`config.mk`:
```
export PLATFORM = sky130hd
export DESIGN_NAME = bsp_pc_ctrl
export DESIGN_NICKNAME = d
export VERILOG_FILES = /design/src/hdl/bsp_pc_pkg.sv /design/src/hdl/bsp_pc_ctrl.sv
export SDC_FILE = /design/constraint.sdc
export NUM_CORES = 1
export LEC_CHECK = 0
export BUFFER_PORTS_ARGS = -buffer_cell sky130_fd_sc_hd__buf_2
export CAP_MARGIN = 10
export CORE_AREA = 10 10 47 49
export CTS_BUF_LIST = sky130_fd_sc_hd__clkbuf_8 sky130_fd_sc_hd__clkbuf_16
export DETAILED_ROUTE_END_ITERATION = 8
export DIE_AREA = 0 0 57 59
export GPL_ROUTABILITY_DRIVEN = 0
export GPL_TIMING_DRIVEN = 0
export PLACE_DENSITY_LB_ADDON = 0.15
export SLEW_MARGIN = 5
export SYNTH_ARGS = -nofsm -noshare
export SYNTH_HDL_FRONTEND = slang
export SYNTH_SLANG_ARGS = --single-unit
export TNS_END_PERCENT = 50
```
`constraint.sdc`:
```
create_clock -name i_clk -period 3.2 [get_ports i_clk]
set_input_delay 0.32 -clock i_clk [delete_from_list [all_inputs] [get_ports i_clk]]
set_output_delay 0.32 -clock i_clk [all_outputs]
set_load 0.03 [all_outputs]
```
`src/hdl/bsp_pc_pkg.sv`:
```
// ----------------------------------------------------------------------------
// bsp_pc_pkg - shared types and constants of the bsp point contents block
// field widths, command codes, register map, datapath op codes and
// the control and status structs between controller and datapath
// ----------------------------------------------------------------------------
`default_nettype none

package bsp_pc_pkg;

    // default table sizes
    localparam int NODE_COUNT_DEF  = 1024;
    localparam int PLANE_COUNT_DEF = 1024;

    // field widths
    localparam int CMD_W      = 2;
    localparam int INDEX_W    = 10;
    localparam int VEC_W      = 32;
    localparam int KIND_W     = 3;
    localparam int REF_W      = 10;
    localparam int CHILD_W    = 11;
    localparam int CODE_W     = 5;
    localparam int STEPS_W    = 11;
    localparam int PROD_W     = 2 * VEC_W;
    localparam int ACC_W      = PROD_W + 2;

    // stream payload widths
    localparam int S_TDATA_W  = 176;
    localparam int S_TUSER_W  = CMD_W;
    localparam int M_TDATA_W  = 16;
    localparam int M_TUSER_W  = 1;

    // command codes
    localparam logic [CMD_W-1:0] CMD_QUERY = 2'd0;
    localparam logic [CMD_W-1:0] CMD_NODE  = 2'd1;
    localparam logic [CMD_W-1:0] CMD_PLANE = 2'd2;

    // plane kinds below this one are axial
    localparam logic [KIND_W-1:0] KIND_GENERAL = 3'd3;
    localparam logic [KIND_W-1:0] KIND_AXIS_X  = 3'd0;
    localparam logic [KIND_W-1:0] KIND_AXIS_Y  = 3'd1;

    // node word: plane ref, front child, back child
    localparam int NODE_W      = 32;
    localparam int NODE_REF_LO = 0;
    localparam int NODE_FR_LO  = REF_W;
    localparam int NODE_BK_LO  = REF_W + CHILD_W;

    // plane word: nx, ny, nz, offset, kind
    localparam int PLANE_W     = 4 * VEC_W + KIND_W;
    localparam int PL_NX_LO    = 0;
    localparam int PL_NY_LO    = VEC_W;
    localparam int PL_NZ_LO    = 2 * VEC_W;
    localparam int PL_OFF_LO   = 3 * VEC_W;
    localparam int PL_KIND_LO  = 4 * VEC_W;

    // configuration register map
    localparam int APB_ADDR_W  = 5;
    localparam int APB_DATA_W  = 32;
    localparam logic [2:0] REG_FIRST_NODE   = 3'd0;
    localparam logic [2:0] REG_LAST_NODE    = 3'd1;
    localparam logic [2:0] REG_REMAP_ENABLE = 3'd2;
    localparam logic [2:0] REG_CURRENT_LOW  = 3'd3;
    localparam logic [2:0] REG_CURRENT_HIGH = 3'd4;
    localparam logic [2:0] REG_WATER_CODE   = 3'd5;

    typedef struct packed {
        logic [INDEX_W-1:0]       first_node;
        logic [INDEX_W-1:0]       last_node;
        logic                     remap_enable;
        logic signed [CODE_W-1:0] current_low;
        logic signed [CODE_W-1:0] current_high;
        logic signed [CODE_W-1:0] water_code;
    } t_cfg;

    // controller states
    typedef enum logic [3:0] {
        ST_IDLE,
        ST_NODE,
        ST_PLANE,
        ST_KIND,
        ST_MUL_Y,
        ST_MUL_Z,
        ST_ACC,
        ST_CMP,
        ST_DONE
    } t_state;

    // datapath operations
    typedef enum logic [3:0] {
        OP_NONE,
        OP_LOAD,
        OP_NODE_RD,
        OP_PLANE_RD,
        OP_STEP_AXIAL,
        OP_MUL_X,
        OP_MUL_Y,
        OP_MUL_Z,
        OP_ACC,
        OP_STEP_GENERAL,
        OP_FIN_LEAF,
        OP_FIN_BAD,
        OP_EMIT
    } t_dp_op;

    typedef struct packed {
        t_dp_op op;
    } t_dp_cmd;

    typedef struct packed {
        logic in_query;
        logic num_neg;
        logic node_bad;
        logic plane_bad;
        logic kind_axial;
        logic out_free;
    } t_dp_status;

endpackage

`default_nettype wire

```
`src/hdl/bsp_pc_ctrl.sv`:
```
// ----------------------------------------------------------------------------
// bsp_pc_ctrl - tree walk sequencer
// steps each query through node read, plane read and the distance test,
// and hands writes straight to the result stage
// ----------------------------------------------------------------------------
`default_nettype none

module bsp_pc_ctrl (
    input  wire                       i_clk,
    input  wire                       i_rst_n,
    input  wire                       i_s_valid,
    output logic                      o_s_ready,
    input  bsp_pc_pkg::t_dp_status    i_status,
    output bsp_pc_pkg::t_dp_cmd       o_cmd
);

    bsp_pc_pkg::t_state r_state;
    bsp_pc_pkg::t_state n_state;

    // state register
    always_ff @(posedge i_clk) begin
        if (!i_rst_n) begin
            r_state <= bsp_pc_pkg::ST_IDLE;
        end else begin
            r_state <= n_state;
        end
    end

    // next state and datapath commands
    always_comb begin
        n_state   = r_state;
        o_cmd.op  = bsp_pc_pkg::OP_NONE;
        o_s_ready = 1'b0;
        case (r_state)
            bsp_pc_pkg::ST_IDLE: begin
                o_s_ready = 1'b1;
                if (i_s_valid) begin
                    o_cmd.op = bsp_pc_pkg::OP_LOAD;
                    n_state  = i_status.in_query ? bsp_pc_pkg::ST_NODE
                                                 : bsp_pc_pkg::ST_DONE;
                end
            end
            // leaf reached, node out of window or walk too long
            bsp_pc_pkg::ST_NODE: begin
                if (i_status.num_neg) begin
                    o_cmd.op = bsp_pc_pkg::OP_FIN_LEAF;
                    n_state  = bsp_pc_pkg::ST_DONE;
                end else if (i_status.node_bad) begin
                    o_cmd.op = bsp_pc_pkg::OP_FIN_BAD;
                    n_state  = bsp_pc_pkg::ST_DONE;
                end else begin
                    o_cmd.op = bsp_pc_pkg::OP_NODE_RD;
                    n_state  = bsp_pc_pkg::ST_PLANE;
                end
            end
            // node word is in, fetch its plane
            bsp_pc_pkg::ST_PLANE: begin
                if (i_status.plane_bad) begin
                    o_cmd.op = bsp_pc_pkg::OP_FIN_BAD;
                    n_state  = bsp_pc_pkg::ST_DONE;
                end else begin
                    o_cmd.op = bsp_pc_pkg::OP_PLANE_RD;
                    n_state  = bsp_pc_pkg::ST_KIND;
                end
            end
            // plane word is in, axial test now or start the dot product
            bsp_pc_pkg::ST_KIND: begin
                if (i_status.kind_axial) begin
                    o_cmd.op = bsp_pc_pkg::OP_STEP_AXIAL;
                    n_state  = bsp_pc_pkg::ST_NODE;
                end else begin
                    o_cmd.op = bsp_pc_pkg::OP_MUL_X;
                    n_state  = bsp_pc_pkg::ST_MUL_Y;
                end
            end
            bsp_pc_pkg::ST_MUL_Y: begin
                o_cmd.op = bsp_pc_pkg::OP_MUL_Y;
                n_state  = bsp_pc_pkg::ST_MUL_Z;
            end
            bsp_pc_pkg::ST_MUL_Z: begin
                o_cmd.op = bsp_pc_pkg::OP_MUL_Z;
                n_state  = bsp_pc_pkg::ST_ACC;
            end
            bsp_pc_pkg::ST_ACC: begin
                o_cmd.op = bsp_pc_pkg::OP_ACC;
                n_state  = bsp_pc_pkg::ST_CMP;
            end
            bsp_pc_pkg::ST_CMP: begin
                o_cmd.op = bsp_pc_pkg::OP_STEP_GENERAL;
                n_state  = bsp_pc_pkg::ST_NODE;
            end
            // wait for room in the output register
            bsp_pc_pkg::ST_DONE: begin
                if (i_status.out_free) begin
                    o_cmd.op = bsp_pc_pkg::OP_EMIT;
                    n_state  = bsp_pc_pkg::ST_IDLE;
                end
            end
            default: begin
                n_state = bsp_pc_pkg::ST_IDLE;
            end
        endcase
    end

endmodule

`default_nettype wire

```
# ---- Yosys cells after proc, flatten, opt, wreduce, memory -nomap -nowiden
# Index checks and enable logic that the tools add are counted.
dict set report word_totals {
  out_inout_bits 5
  register_bits 4
  wordCells 29
  in_bits 9
}
dict set report classes {
  muxes 16
  n_eq_ne 10
  reduce_logical 2
}
# cell n
set op_table {}
lappend op_table {{$pmux 4 s9} 2}
lappend op_table {{$mux 4} 10}
lappend op_table {{$eq 4x3->1 const B} 4}
lappend op_table {{$eq 4x2->1 const B} 2}
lappend op_table {{$eq 4x1->1 const B} 1}
lappend op_table {{$eq 4x4->1 const B} 1}
lappend op_table {{$logic_not 4->1} 1}
lappend op_table {{$ne 2x2->1 const B} 2}
lappend op_table {{$mux 1} 3}
lappend op_table {{$mux 3} 1}
lappend op_table {{$reduce_and 2->1} 1}

# ---- Longest topological paths before layout
dict set report logic_depth {
  ltp_word 3
  ltp_mapped 5
}

# ---- Least setup slack after synthesis
# No wires, ideal clock.
dict set report synth_timing {
  path_kind {register to output}
  startpoint {register r_state[2]}
  endpoint {output port o_s_ready}
  arrival_time_ns 1.508
  slack_ns 1.372
  path_stages_with_launch 3
  required_ns 2.880
  path_cell_list {dfxtp_1 > buf_4 > nor4_1}
}
dict set report synth_via {
  elab_chain_cells 2
}
# element line_no
set synth_lines {}
lappend synth_lines {{start: declaration} bsp_pc_ctrl.sv:17} ;# bsp_pc_pkg::t_state r_state;
lappend synth_lines {{start signal: assignment} bsp_pc_ctrl.sv:23} ;# r_state <= bsp_pc_pkg::ST_IDLE;
lappend synth_lines {{start signal: assignment} bsp_pc_ctrl.sv:25} ;# r_state <= n_state;
lappend synth_lines {{$logic_not 4->1} bsp_pc_ctrl.sv:34} ;# case (r_state)
lappend synth_lines {{$mux 1} bsp_pc_ctrl.sv:34}
lappend synth_lines {{end: declaration} bsp_pc_ctrl.sv:12} ;# output logic o_s_ready,
# No other way between the ends.

==> flow_summary.toml <==
[floorplan]
core_sq_um = 1400
fp.dieW_um = 57
rows = 14
initial_core_util_pct = 30.1
pin_count = 14
die_area_sq_um = 3360
die_h_um = 59

[cells_and_area]
final_nets = 82
regMostFlops = "r_state"
drive_above_1_share_pct = 46.5
seqCellArea_sq_um = 80.1
fin_area_sq_um = 548
diodes = 0
top_regs = "r_state x4"
final_cells = 87
final_util_pct = 39.1
largest_register_ffs = 4
area_growth_pct = 30.0
multi_input_area_sq_um = 303
fillers = 167

[detailed_routing]
routed_wl_mm = 1.08
avgRoutedWirePerCell_um = 12.4
dr.first_iter.drc_count = 2
avgViaCountPerCell = 4.95
ant_nets = 0
first_pass_iters = 4
route.vias.total = 431
drc = 0

[sta]
hold_viol_final = 0
worst_pin_slew_ns = 0.299
min_period_ns = 1.74
finalSetupViolCount = 0
drv_slew = 0
fin_setup_tns_ns = 0
grt_setup_unrepaired = "false"
max-slew-margin-rel_pct = 79.9
skew_ns = 0.000166
fmax_mhz = 573
finalCritPeriodShare_pct = 54.5

[synthesis]
synth_seq_cells = 4
syn_area_sq_um = 422
ys_seq_area_share_pct = 19.0
ys_types = 27
synth_nets = 64
yosysWarningCount = 0
postSynthAreaPerCell_sq_um = 7.67
syn_inst = 55

[clocking]
cts_tree = "yes"
cts_root_buf = "clkbuf_8"
clockBufferDepth = 2
clk_latency_ns = 0.21
post-cts-setup-buffers = 0
cts_sinks = 4
cts_max_level = 1
numCtsBuffers = 3
holdBufCountCts = 0
cts_resized = 0
clk_pin_slew_ns = 0.03

[critical_path]
worstPathMaxFanout = 6
crit_required_ns = 2.88
cp.arrival_ns = 1.42
path_class = "flop to primary output"
crit_path_start_kind = "flop"
end_kind = "primary output"

[placement]
placed_cells = 84
port_buffers = 13
dp_hpwl_um = 849
place_area_sq_um = 507

[hold_path]
hp-class = "input port to flop"

[global_route]
antenna_found_initial = 0
grt_usage_pct = 6.91
grt_first_pass_wirelength_mm = 1.89
first_global_vias = 443
grt_max_degree = 11
globalRouteOverflowTotal = 0

[power]
p_per_area_nw_per_um2 = 442
peakVddDrop_uv = 202
p_leak_nw = 0.242

[run_status]
status = "finished, final reports clean"

[job]
cap_violations = 0
cell families (layout without fill, tap and decap cells):
group | Yosys count | count (layout) | synth area share, %
compound gates | 14 | 14 | 22.8
xor+xnor | 1 | 1 | 2.08
buf+inv | 5 | 21 | 9.20
flops | 4 | 4 | 19.0
mux | 1 | 1 | 2.37
simple gates | 30 | 30 | 44.5
worst paths after layout:
check,end,start,slack [ns],cells past startpoint
hold reg to reg,r_state[0]$_SDFFE_PN0P_,r_state[2]$_SDFFE_PN0P_,0.68,2
setup / recovery,o_cmd[3],r_state[0]$_SDFFE_PN0P_,1.46,5
setup reg to reg,r_state[1]$_SDFFE_PN0P_,r_state[0]$_SDFFE_PN0P_,2.06,4
hold / removal,r_state[3]$_SDFFE_PN0P_,i_rst_n,0.36,2
critical path, cell delays in order, from the launching register on:
cell	delay (ns)
dfxtp_1	0.47
nand2b_1	0.11
o22ai_2	0.14
nor2_1	0.07
o31ai_2	0.19
buf_2	0.22
report_power, final:
| part | switching, mW | internal (mW) | leakage, nW |
|---|---|---|---|
| clock | 0.0221 | 0.0798 | 0.0216 |
| combinational | 0.0505 | 0.0326 | 0.187 |
| sequential | 0.00416 | 0.0533 | 0.0325 |
metal layers:
metal	vias up	wire, um	global-route usage [%]
met5	-	0	0
met4	0	9	6.04
met3	2	56	1.93
met2	6	506	11.2
met1	194	507	7.24
li1	229	-	-
placed cells by master, fill, tap and decap left out, drive strengths merged:
cell type,n
nand2b,3
a22o,1
nand3,1
o21ai,5
nor3b,1
nor3,6
clkbuf,3
mux2i,1
a21oi,5
buf,17
inv,1
nor4,2
nor2,11
a211oi,1
and3,1
nand2,3
dfxtp,4
nor2b,1
o22ai,1
xnor2,1
nand3b,1
o31ai,1
synthesized netlist by cell type:
cell type,number,area [sq um]
nor3_2,4,40.0
nor2b_1,1,6.26
o22ai_2,1,12.5
nand2b_1,3,18.8
nor3b_1,1,7.51
o21ai_1,5,25.0
dfxtp_1,4,80.1
nand2_1,2,7.51
inv_2,1,3.75
buf_4,1,7.51
and3_1,1,6.26
nor2_1,8,30.0
mux2i_1,1,10.0
nand3_1,1,5.00
buf_2,1,5.00
nor4_1,1,6.26
nand3b_1,1,7.51
o31ai_2,1,12.5
buf_6,2,22.5
nor4_2,1,12.5
xnor2_1,1,8.76
nor3_1,2,10.0
nor2_2,3,18.8
a211oi_2,1,12.5
a21oi_1,5,25.0
nand2_4,1,11.3
a22o_1,1,8.76
cell type report:
type	count	share of cell area, %
multi-input cells	46	55.3
repair buffers	13	11.9
inverters	1	0.685
flip-flops and latches	4	14.6
plain buffers	4	6.39
clock buffers	3	7.53
well taps	16	3.65
stage by stage:
| step | hold WS (ns) | power, mW | worst slack, ns |
|---|---|---|---|
| 2_1_floorplan | 0.466 | 0.118 | 1.37 |
| 3_3_place_gp | 0.569 | 0.141 | 1.67 |
| 3_5_place_dp | 0.581 | 0.141 | 1.66 |
| 4_1_cts | 0.363 | 0.247 | 1.43 |
| 5_1_grt | 0.392 | 0.257 | 1.39 |
| 6_report | 0.363 | 0.242 | 1.46 |
Note: power is estimated with default switching activity, not from simulation.
