File: src/hdl/bsp_pc_pkg.sv
// ----------------------------------------------------------------------------
// bsp_pc_pkg - shared types and constants of the bsp point contents block
// field widths, command codes, register map, datapath op codes and
// the control and status structs between controller and datapath
// ----------------------------------------------------------------------------
`default_nettype none

package bsp_pc_pkg;

    // default table sizes
    localparam int NODE_COUNT_DEF  = 1024;
    localparam int PLANE_COUNT_DEF = 1024;

    // field widths
    localparam int CMD_W      = 2;
    localparam int INDEX_W    = 10;
    localparam int VEC_W      = 32;
    localparam int KIND_W     = 3;
    localparam int REF_W      = 10;
    localparam int CHILD_W    = 11;
    localparam int CODE_W     = 5;
    localparam int STEPS_W    = 11;
    localparam int PROD_W     = 2 * VEC_W;
    localparam int ACC_W      = PROD_W + 2;

    // stream payload widths
    localparam int S_TDATA_W  = 176;
    localparam int S_TUSER_W  = CMD_W;
    localparam int M_TDATA_W  = 16;
    localparam int M_TUSER_W  = 1;

    // command codes
    localparam logic [CMD_W-1:0] CMD_QUERY = 2'd0;
    localparam logic [CMD_W-1:0] CMD_NODE  = 2'd1;
    localparam logic [CMD_W-1:0] CMD_PLANE = 2'd2;

    // plane kinds below this one are axial
    localparam logic [KIND_W-1:0] KIND_GENERAL = 3'd3;
    localparam logic [KIND_W-1:0] KIND_AXIS_X  = 3'd0;
    localparam logic [KIND_W-1:0] KIND_AXIS_Y  = 3'd1;

    // node word: plane ref, front child, back child
    localparam int NODE_W      = 32;
    localparam int NODE_REF_LO = 0;
    localparam int NODE_FR_LO  = REF_W;
    localparam int NODE_BK_LO  = REF_W + CHILD_W;

    // plane word: nx, ny, nz, offset, kind
    localparam int PLANE_W     = 4 * VEC_W + KIND_W;
    localparam int PL_NX_LO    = 0;
    localparam int PL_NY_LO    = VEC_W;
    localparam int PL_NZ_LO    = 2 * VEC_W;
    localparam int PL_OFF_LO   = 3 * VEC_W;
    localparam int PL_KIND_LO  = 4 * VEC_W;

    // configuration register map
    localparam int APB_ADDR_W  = 5;
    localparam int APB_DATA_W  = 32;
    localparam logic [2:0] REG_FIRST_NODE   = 3'd0;
    localparam logic [2:0] REG_LAST_NODE    = 3'd1;
    localparam logic [2:0] REG_REMAP_ENABLE = 3'd2;
    localparam logic [2:0] REG_CURRENT_LOW  = 3'd3;
    localparam logic [2:0] REG_CURRENT_HIGH = 3'd4;
    localparam logic [2:0] REG_WATER_CODE   = 3'd5;

    typedef struct packed {
        logic [INDEX_W-1:0]       first_node;
        logic [INDEX_W-1:0]       last_node;
        logic                     remap_enable;
        logic signed [CODE_W-1:0] current_low;
        logic signed [CODE_W-1:0] current_high;
        logic signed [CODE_W-1:0] water_code;
    } t_cfg;

    // controller states
    typedef enum logic [3:0] {
        ST_IDLE,
        ST_NODE,
        ST_PLANE,
        ST_KIND,
        ST_MUL_Y,
        ST_MUL_Z,
        ST_ACC,
        ST_CMP,
        ST_DONE
    } t_state;

    // datapath operations
    typedef enum logic [3:0] {
        OP_NONE,
        OP_LOAD,
        OP_NODE_RD,
        OP_PLANE_RD,
        OP_STEP_AXIAL,
        OP_MUL_X,
        OP_MUL_Y,
        OP_MUL_Z,
        OP_ACC,
        OP_STEP_GENERAL,
        OP_FIN_LEAF,
        OP_FIN_BAD,
        OP_EMIT
    } t_dp_op;

    typedef struct packed {
        t_dp_op op;
    } t_dp_cmd;

    typedef struct packed {
        logic in_query;
        logic num_neg;
        logic node_bad;
        logic plane_bad;
        logic kind_axial;
        logic out_free;
    } t_dp_status;

endpackage

`default_nettype wire

File: src/hdl/bsp_pc_regs.sv
// ----------------------------------------------------------------------------
// bsp_pc_regs - configuration registers behind a simple apb port
// hull node window and contents remap settings, one register per word
// ----------------------------------------------------------------------------
`default_nettype none

module bsp_pc_regs (
    input  wire                                  i_clk,
    input  wire                                  i_rst_n,
    input  wire                                  psel,
    input  wire                                  penable,
    input  wire                                  pwrite,
    input  wire [bsp_pc_pkg::APB_ADDR_W-1:0]     paddr,
    input  wire [bsp_pc_pkg::APB_DATA_W-1:0]     pwdata,
    output logic [bsp_pc_pkg::APB_DATA_W-1:0]    prdata,
    output logic                                 pready,
    output bsp_pc_pkg::t_cfg                     o_cfg
);

    bsp_pc_pkg::t_cfg r_cfg;
    logic [2:0]       reg_idx;
    logic             wr_en;

    assign reg_idx = paddr[bsp_pc_pkg::APB_ADDR_W-1:2];
    assign wr_en   = psel & penable & pwrite;
    assign pready  = 1'b1;
    assign o_cfg   = r_cfg;

    // register writes
    always_ff @(posedge i_clk) begin
        if (!i_rst_n) begin
            r_cfg.first_node   <= 10'd0;
            r_cfg.last_node    <= 10'd1023;
            r_cfg.remap_enable <= 1'b0;
            r_cfg.current_low  <= -5'sd14;
            r_cfg.current_high <= -5'sd9;
            r_cfg.water_code   <= -5'sd3;
        end else if (wr_en) begin
            case (reg_idx)
                bsp_pc_pkg::REG_FIRST_NODE: begin
                    r_cfg.first_node <= pwdata[bsp_pc_pkg::INDEX_W-1:0];
                end
                bsp_pc_pkg::REG_LAST_NODE: begin
                    r_cfg.last_node <= pwdata[bsp_pc_pkg::INDEX_W-1:0];
                end
                bsp_pc_pkg::REG_REMAP_ENABLE: begin
                    r_cfg.remap_enable <= pwdata[0];
                end
                bsp_pc_pkg::REG_CURRENT_LOW: begin
                    r_cfg.current_low <= $signed(pwdata[bsp_pc_pkg::CODE_W-1:0]);
                end
                bsp_pc_pkg::REG_CURRENT_HIGH: begin
                    r_cfg.current_high <= $signed(pwdata[bsp_pc_pkg::CODE_W-1:0]);
                end
                bsp_pc_pkg::REG_WATER_CODE: begin
                    r_cfg.water_code <= $signed(pwdata[bsp_pc_pkg::CODE_W-1:0]);
                end
                default: begin
                end
            endcase
        end
    end

    // read mux
    always_comb begin
        prdata = '0;
        case (reg_idx)
            bsp_pc_pkg::REG_FIRST_NODE:   prdata = 32'(r_cfg.first_node);
            bsp_pc_pkg::REG_LAST_NODE:    prdata = 32'(r_cfg.last_node);
            bsp_pc_pkg::REG_REMAP_ENABLE: prdata = 32'(r_cfg.remap_enable);
            bsp_pc_pkg::REG_CURRENT_LOW:  prdata = 32'(unsigned'(r_cfg.current_low));
            bsp_pc_pkg::REG_CURRENT_HIGH: prdata = 32'(unsigned'(r_cfg.current_high));
            bsp_pc_pkg::REG_WATER_CODE:   prdata = 32'(unsigned'(r_cfg.water_code));
            default:                      prdata = '0;
        endcase
    end

endmodule

`default_nettype wire

File: config.mk
export PLATFORM = sky130hd
export DESIGN_NAME = bsp_pc_regs
export DESIGN_NICKNAME = d
export VERILOG_FILES = /design/src/hdl/bsp_pc_pkg.sv /design/src/hdl/bsp_pc_regs.sv
export SDC_FILE = /design/constraint.sdc
export NUM_CORES = 1
export LEC_CHECK = 0
export BUFFER_PORTS_ARGS = -buffer_cell sky130_fd_sc_hd__buf_2
export CAP_MARGIN = 20
export CORE_AREA = 2 2 82 68
export CTS_CLUSTER_DIAMETER = 40
export DETAILED_ROUTE_END_ITERATION = 10
export DIE_AREA = 0 0 84 70
export PLACE_DENSITY = 0.7
export SLEW_MARGIN = 0
export SYNTH_ARGS = -nofsm -noshare
export SYNTH_HDL_FRONTEND = slang
export SYNTH_SLANG_ARGS = --single-unit
File: constraint.sdc
create_clock -name i_clk -period 2.9 [get_ports i_clk]
set_input_delay 0.29 -clock i_clk [delete_from_list [all_inputs] [get_ports i_clk]]
set_output_delay 0.29 -clock i_clk [all_outputs]
set_load 0.02 [all_outputs]
Yosys cells after proc, flatten, opt, wreduce, memory -nomap -nowiden
Index checks and enable logic that the tools add are counted.
{"block": "classes", "bitwise_logic": 2, "n_eq_ne": 5, "n_mux": 1, "n_reduce_logical": 7}
{"operator": "case mux 10 bit (6 select lines)", "count": 1}
{"operator": "AND reduction 2 bit", "count": 6}
{"operator": "equality test 3 x 2 -> 1 bit, second input constant", "count": 2}
{"operator": "equality test 3 bit, second input constant", "count": 2}
{"operator": "equality test 3 x 1 -> 1 bit, second input constant", "count": 1}
{"operator": "zero test 3 bit", "count": 1}
{"operator": "bitwise AND 1 bit", "count": 2}
{"block": "totals", "word_cells": 21, "in_bits": 42, "ff_bits": 36}

Logic depth before layout (Yosys ltp)
Gate-level depths: netlist (run 1).
{"block": "logic_depth", "ltp_word": 3, "ltp_mapped": 6}

Worst setup path after synthesis (run 1)
No wires, ideal clock.
{"block": "synth_timing", "path_kind": "input-to-output", "startpoint": "in paddr[4] (netlist name)", "endpoint": "out prdata[5] (netlist name)", "path_stages": 4, "slack_ns": 1.439, "path_buffers": 2, "arrival_ns": 1.171, "required_ns": 2.610, "path_cell_list": "or2_1 -> buf_4 -> clkbuf_1 -> nor2_1"}
{"block": "synth_via", "elab_chain_len": 2, "word_cells_on_any_way": 7}
{"element": "start: declaration", "line": "bsp_pc_regs.sv:13", "source": "input wire [bsp_pc_pkg::APB_ADDR_W-1:0] paddr,"}
{"element": "equality test 3 bit (tied with other cells)", "line": "bsp_pc_regs.sv:67", "source": "case (reg_idx)"}
{"element": "case mux 10 bit (6 select lines) (*)", "line": "bsp_pc_regs.sv:67"}
{"element": "end: declaration", "line": "bsp_pc_regs.sv:15", "source": "output logic [bsp_pc_pkg::APB_DATA_W-1:0] prdata,"}
Mark *: on every way between the ends. The rest lies on a longest branch, timed or not.

Worst setup path in the final report (run 1)
{"block": "layout_timing", "startpoint": "in paddr[2] (netlist name)", "endpoint": "out prdata[1] (netlist name)"}
The elaborated chain is that of the path after synthesis.

==> metrics.yaml, run 1 <==
status:
  status: "finished clean"
power_and_ir_drop:
  finalPower_mw: 1.05
  peakVddDrop_v: 0.000236
  p_per_area_nw_per_um2: 456
  power_switching_share: 0.278
  p_sw_mw: 0.292
  power_frac_seq: 0.481
  p_clk_frac: 0.368
  p_leak_nw: 1.07
  p_int_mw: 0.756
  combPwrFrac: 0.151
clock_network:
  numCtsBuffers: 5
  clk_pin_slew_worst_paths_ns: 0.06
  numClockSinks: 36
  postCtsHoldBufs: 0
  htreeDepth: 2
  cts_buffer_depth: 2
  cts_tree: "done"
  cts_setup_buffers: 0
  clock_latency_ns: 0.29
  cts-root-buf: "clkbuf_8"
  post_cts_resized: 0
yosys:
  synth_edf_count: 0
  yosys-top-cells-area: "dfxtp_1 36%, mux2i_1 13%, buf_4 9.1%"
  synthArstFlopShare: 0
  synth_most_common_cell: "dfxtp_1"
  synth_cells: 218
  synth.distinct_cells: 32
  ys_warn_count: 0
  synth.top_cells.by_count: "36 x dfxtp_1, 26 x mux2i_1, 25 x nand2_1"
  synth_top_area_frac: 0.365
  synth_ff_type: "dfxtp_1"
  synth_seq_area_share: 0.365
  synth.avg_cell_area_um2: 9.07
  ys_ff_latch: 36
  syn_area_um2: 1980
  yosys.area.top_type: "dfxtp_1"
drt:
  wl_per_cell_um: 15.0
  viasPerCell: 5.01
  wl_mm: 5.04
  remaining_drc_errors: 0
  vias: 1684
  drt_iter0_drc: 88
  final_antenna_net_count: 0
  drt_first_pass_iters: 4
cells_and_area:
  drive_gt1_frac: 0.321
  n_antenna_cell: 0
  nets: 313
  postLayoutCoreUtil: 0.442
  syn_to_final_growth_pct: 16.1
  largest_reg_flops: 36
timing:
  tns_ns: 0
  grt_setup_unrepaired: "false"
  finalCriticalPeriod_ns: 1.86
  holdWs_ns: 0.254
  fin_worst_skew_ns: 0
  hold_viol_final: 0
  tightestPinTransition_ns: 0.885
  timing.fmax_mhz: 538
  max-slew-margin-rel: 0.410
  setup_ws_ns: 1.04
  setup_viol: 0
  period_share: 0.641
  slew_violations: 0
die:
  die_y_um: 70
  die_area_um2: 5880
  die_x_um: 84
  initial_utilization: 0.381
  pin_count: 111
  rows: 24
  coreArea_um2: 5190
grt:
  grt_pass1_wl_mm: 8.04
  grt_overflow: 0
  grt_pass1_vias: 1619
  grt_max_degree: 47
  grt_usage: 0.170
  antenna_found_initial: 0
setup_path:
  path_class: "input port to primary output"
  worstSetupEndpointType: "primary output"
  critPathLaunchType: "input port"
  cp_data_arrival_time_ns: 1.57
  crit_path_max_fanout: 19
  cp.required_ns: 2.61
  cpPeakStageDelay_ns: 0.42
  crit_chain: "buf_2, nor2_1, a221oi_1, nor2_1, buf_2"
  slowest_stage: "buf_2"
placed_design:
  gp_congestion: 0.755
  pre_cts_ws_ns: 0.851
  port_buffers: 63
  dpl.hpwl_mm: 3.52
worst_hold_path:
  hold_path.class: "input port to flop"
job:
  cap_violations: 0
## power by group through the flow
stage                     logic [mW]  registers, mW  clock network, mW
after floorplan                0.134          0.521                  0
after global placement         0.156          0.515                  0
after detailed placement       0.157          0.515                  0
after CTS                      0.158          0.503              0.395
after global routing           0.173          0.504              0.412
final                          0.159          0.503              0.386
## metrics by stage
| step | instances | area [µm²] |
|---|---|---|
| 2_1_floorplan | 239 | 2060 |
| 3_3_place_gp | 329 | 2200 |
| 3_5_place_dp | 329 | 2200 |
| 4_1_cts | 336 | 2300 |
| 5_1_grt | 336 | 2300 |
| 6_report | 336 | 2300 |
## critical path, delay by kind of cell
kind            cells  cell delay [ns]
compound gates      1             0.37
buf+inv             2             0.58
simple gates        2             0.31
## worst paths after layout
| path | from | endpoint | slack [ns] | cells past startpoint |
|---|---|---|---|---|
| max | paddr[2] | prdata[1] | 1.04 | 5 |
| min | pwdata[9] | o_cfg[35]$_SDFFE_PN0P_ | 0.25 | 3 |
| max reg2reg | o_cfg[20]$_SDFFE_PN1P_ | o_cfg[20]$_SDFFE_PN1P_ | 2.17 | 2 |
| min reg2reg | o_cfg[13]$_SDFFE_PN0P_ | o_cfg[13]$_SDFFE_PN0P_ | 0.47 | 2 |
## logic make-up after synthesis
group                  after synthesis  synth area share
buffers and inverters               52             0.158
AO/OA/AOI/OAI                       53             0.204
other                                2           0.00380
multiplexers                        29             0.149
AND/OR/NAND/NOR                     46             0.121
flip-flops                          36             0.365
## cell usage in the layout (no fill, tap or decap), types with 2 or more instances in the layout
master	instances
a221oi_1	3
buf_2	63
buf_4	2
clkbuf_8	7
conb_1	23
dfxtp_1	36
inv_1	12
mux2_2	2
mux2i_1	26
nand2_1	25
nand2b_1	2
nor2_1	9
o211ai_1	9
o211ai_2	10
o21a_1	4
o21ai_0	10
o21ai_1	10
o221ai_1	2
o311ai_1	2
or2_1	4
## layer usage
layer  track usage  vias up  wire length, µm
li1              -      813                -
met1         0.225      797             2330
met2         0.268       66             2260
met3        0.0485        8              391
met4        0.0556        0               57
met5             0        -                0
## final cells by class
class	count	area, µm²
fillers	532	2900
multi-input cells	151	1020
flip-flops and latches	36	721
repair buffers	65	330
clock buffers	7	96.3
well taps	65	81.3
inverters	12	45.0
Note: power is estimated with default switching activity, not from simulation.
==> inputs of run 2 (changes only) <==
--- a/config.mk
+++ b/config.mk
@@ -5,6 +5,7 @@
 export SDC_FILE = /design/constraint.sdc
 export NUM_CORES = 1
 export LEC_CHECK = 0
+export ABC_AREA = 1
 export BUFFER_PORTS_ARGS = -buffer_cell sky130_fd_sc_hd__buf_2
 export CAP_MARGIN = 20
 export CORE_AREA = 2 2 82 68
==> constraint.sdc (replaced) <==
create_clock -name i_clk -period 1.9 [get_ports i_clk]
set_input_delay 0.19 -clock i_clk [delete_from_list [all_inputs] [get_ports i_clk]]
set_output_delay 0.19 -clock i_clk [all_outputs]
set_load 0.02 [all_outputs]
==> metrics.yaml, run 2 <==
cells_and_area:
  drive_gt1_frac: 0.235
  area.sequential_um2: 721
  n_antenna_cell: 0
  nets: 404
  final_area_um2: 2300
  syn_to_final_growth_pct: 18.0
  layout_commonest_cell: "nand2_1"
  multiInputGateArea_um2: 993
  fillers: 562
  largest_reg_flops: 36
  mostFrequentLayoutCells: "98 x nand2_1, 63 x buf_2, 46 x nor2_1"
setup_path:
  crit_path_max_fanout: 18
  worstSetupEndpointType: "primary output"
  critPathLaunchType: "input port"
  path_class: "input port to primary output"
  cp_data_arrival_time_ns: 1.39
  cp.required_ns: 1.71
grt:
  grt_pass1_vias: 1568
  met1_usage: 0.228
  met3_usage: 0.0496
  grt_usage: 0.159
  antenna_found_initial: 0
  top_usage_layer: "met2"
  grt_pass1_wl_mm: 7.62
  grt_overflow: 0
  grt.met2_usage: 0.238
  grt_max_degree: 37
yosys:
  synth.avg_cell_area_um2: 6.50
  synth.top_cells.by_count: "98 x nand2_1, 46 x nor2_1, 38 x nand3_1"
  ys_ff_latch: 36
  synth_ff_type: "dfxtp_1"
  synthArstFlopShare: 0
  yosys-top-cells-area: "dfxtp_1 37%, nand2_1 19%, nand3_1 9.7%"
  yosys.area.top_type: "dfxtp_1"
  synth_most_common_cell: "nand2_1"
  ys_warn_count: 0
  synth.distinct_cells: 20
  synth_edf_count: 0
  synth_top_area_frac: 0.369
  synth_cells: 300
  synth_seq_area_share: 0.369
  syn_area_um2: 1950
timing:
  tightestPinTransition_ns: 0.674
  grt_setup_unrepaired: "false"
  hold_viol_final: 0
  timing.fmax_mhz: 631
  max-slew-margin-rel: 0.550
  finalCriticalPeriod_ns: 1.58
  period_share: 0.834
  setup_viol: 0
  fin_worst_skew_ns: 0
  tns_ns: 0
  slew_violations: 0
worst_hold_path:
  hold_path.class: "input port to flop"
clock_network:
  numClockSinks: 36
  clk_pin_slew_worst_paths_ns: 0.07
  cts_tree: "done"
  clock_latency_ns: 0.28
  cts_buffer_depth: 2
  cts-root-buf: "clkbuf_8"
  postCtsHoldBufs: 0
  post_cts_resized: 0
  numCtsBuffers: 5
  cts_setup_buffers: 0
  htreeDepth: 2
job:
  cap_violations: 0
drt:
  wl_mm: 4.89
  wl_per_cell_um: 11.5
  vias: 1975
  remaining_drc_errors: 0
  drt_first_pass_iters: 5
  viasPerCell: 4.63
  drt_iter0_drc: 139
  final_antenna_net_count: 0
placed_design:
  dpl.hpwl_mm: 3.60
  dpl-instance-area_um2: 2220
  gp_congestion: 0.819
  port_buffers: 63
status:
  status: "finished clean"
die:
  initial_utilization: 0.375
  pin_count: 111
  rows: 24
  die_x_um: 84
  die_area_um2: 5880
  coreArea_um2: 5190
  die_y_um: 70
power_and_ir_drop:
  peakVddDrop_v: 0.000285
  p_leak_nw: 1.23
  p_clk_frac: 0.339
  p_sw_mw: 0.459
  p_per_area_nw_per_um2: 667
  power_switching_share: 0.299
  combPwrFrac: 0.158
  power_frac_seq: 0.503
  p_int_mw: 1.07
## run 2: cells by family after synthesis
family          Yosys count  synth area share
compound gates            5            0.0128
buf+inv                  57             0.162
flops                    36             0.369
other cells               2           0.00385
simple gates            200             0.452
## run 2: per-stage QoR
step	hold slack, ns	total power, mW	util	setup slack, ns	cells
3_3_place_gp	0.419	1.03	0.428	0.331	420
3_5_place_dp	0.421	1.03	0.428	0.328	420
4_1_cts	0.122	1.54	0.443	0.339	427
6_report	0.125	1.53	0.443	0.316	427
2_1_floorplan	0.316	0.992	-	0.818	321
5_1_grt	0.126	1.59	0.443	0.216	427
## run 2: power by group through the flow
stage	Clock (mW)	Sequential, mW	Combinational (mW)
global placement	0	0.789	0.239
finish	0.520	0.771	0.243
detailed placement	0	0.789	0.241
CTS	0.531	0.771	0.242
floorplan	0	0.800	0.192
global route	0.557	0.772	0.265
## run 2: worst paths after layout
kind | end | start | cells after the start | slack [ns]
setup / recovery | prdata[8] | paddr[3] | 8 | 0.32
setup reg to reg | o_cfg[0]$_SDFFE_PN1P_ | o_cfg[0]$_SDFFE_PN1P_ | 2 | 1.28
hold reg to reg | o_cfg[21]$_SDFFE_PN1P_ | o_cfg[21]$_SDFFE_PN1P_ | 2 | 0.48
hold / removal | o_cfg[23]$_SDFFE_PN1P_ | pwdata[7] | 3 | 0.12
## run 2: per-layer routing
layer	vias up	part of all wire
li1	1007	-
met1	894	0.49
met2	69	0.43
met3	5	0.073
met4	0	0.0057
met5	-	0
## run 2: final cells by class
type,count,area share
clock buffer,6,0.0315
clock inverter,1,0.00218
inverter,26,0.0424
multi-input combinational,228,0.432
sequential,36,0.313
tap,65,0.0353
timing repair buffer,65,0.144
## run 2: critical path: stages
cell and delay [ns]:
buf_2 0.15, inv_2 0.15, nand2_2 0.09, nor2_4 0.36, buf_4 0.19, nand2_1 0.04
nand2_1 0.05, buf_2 0.15
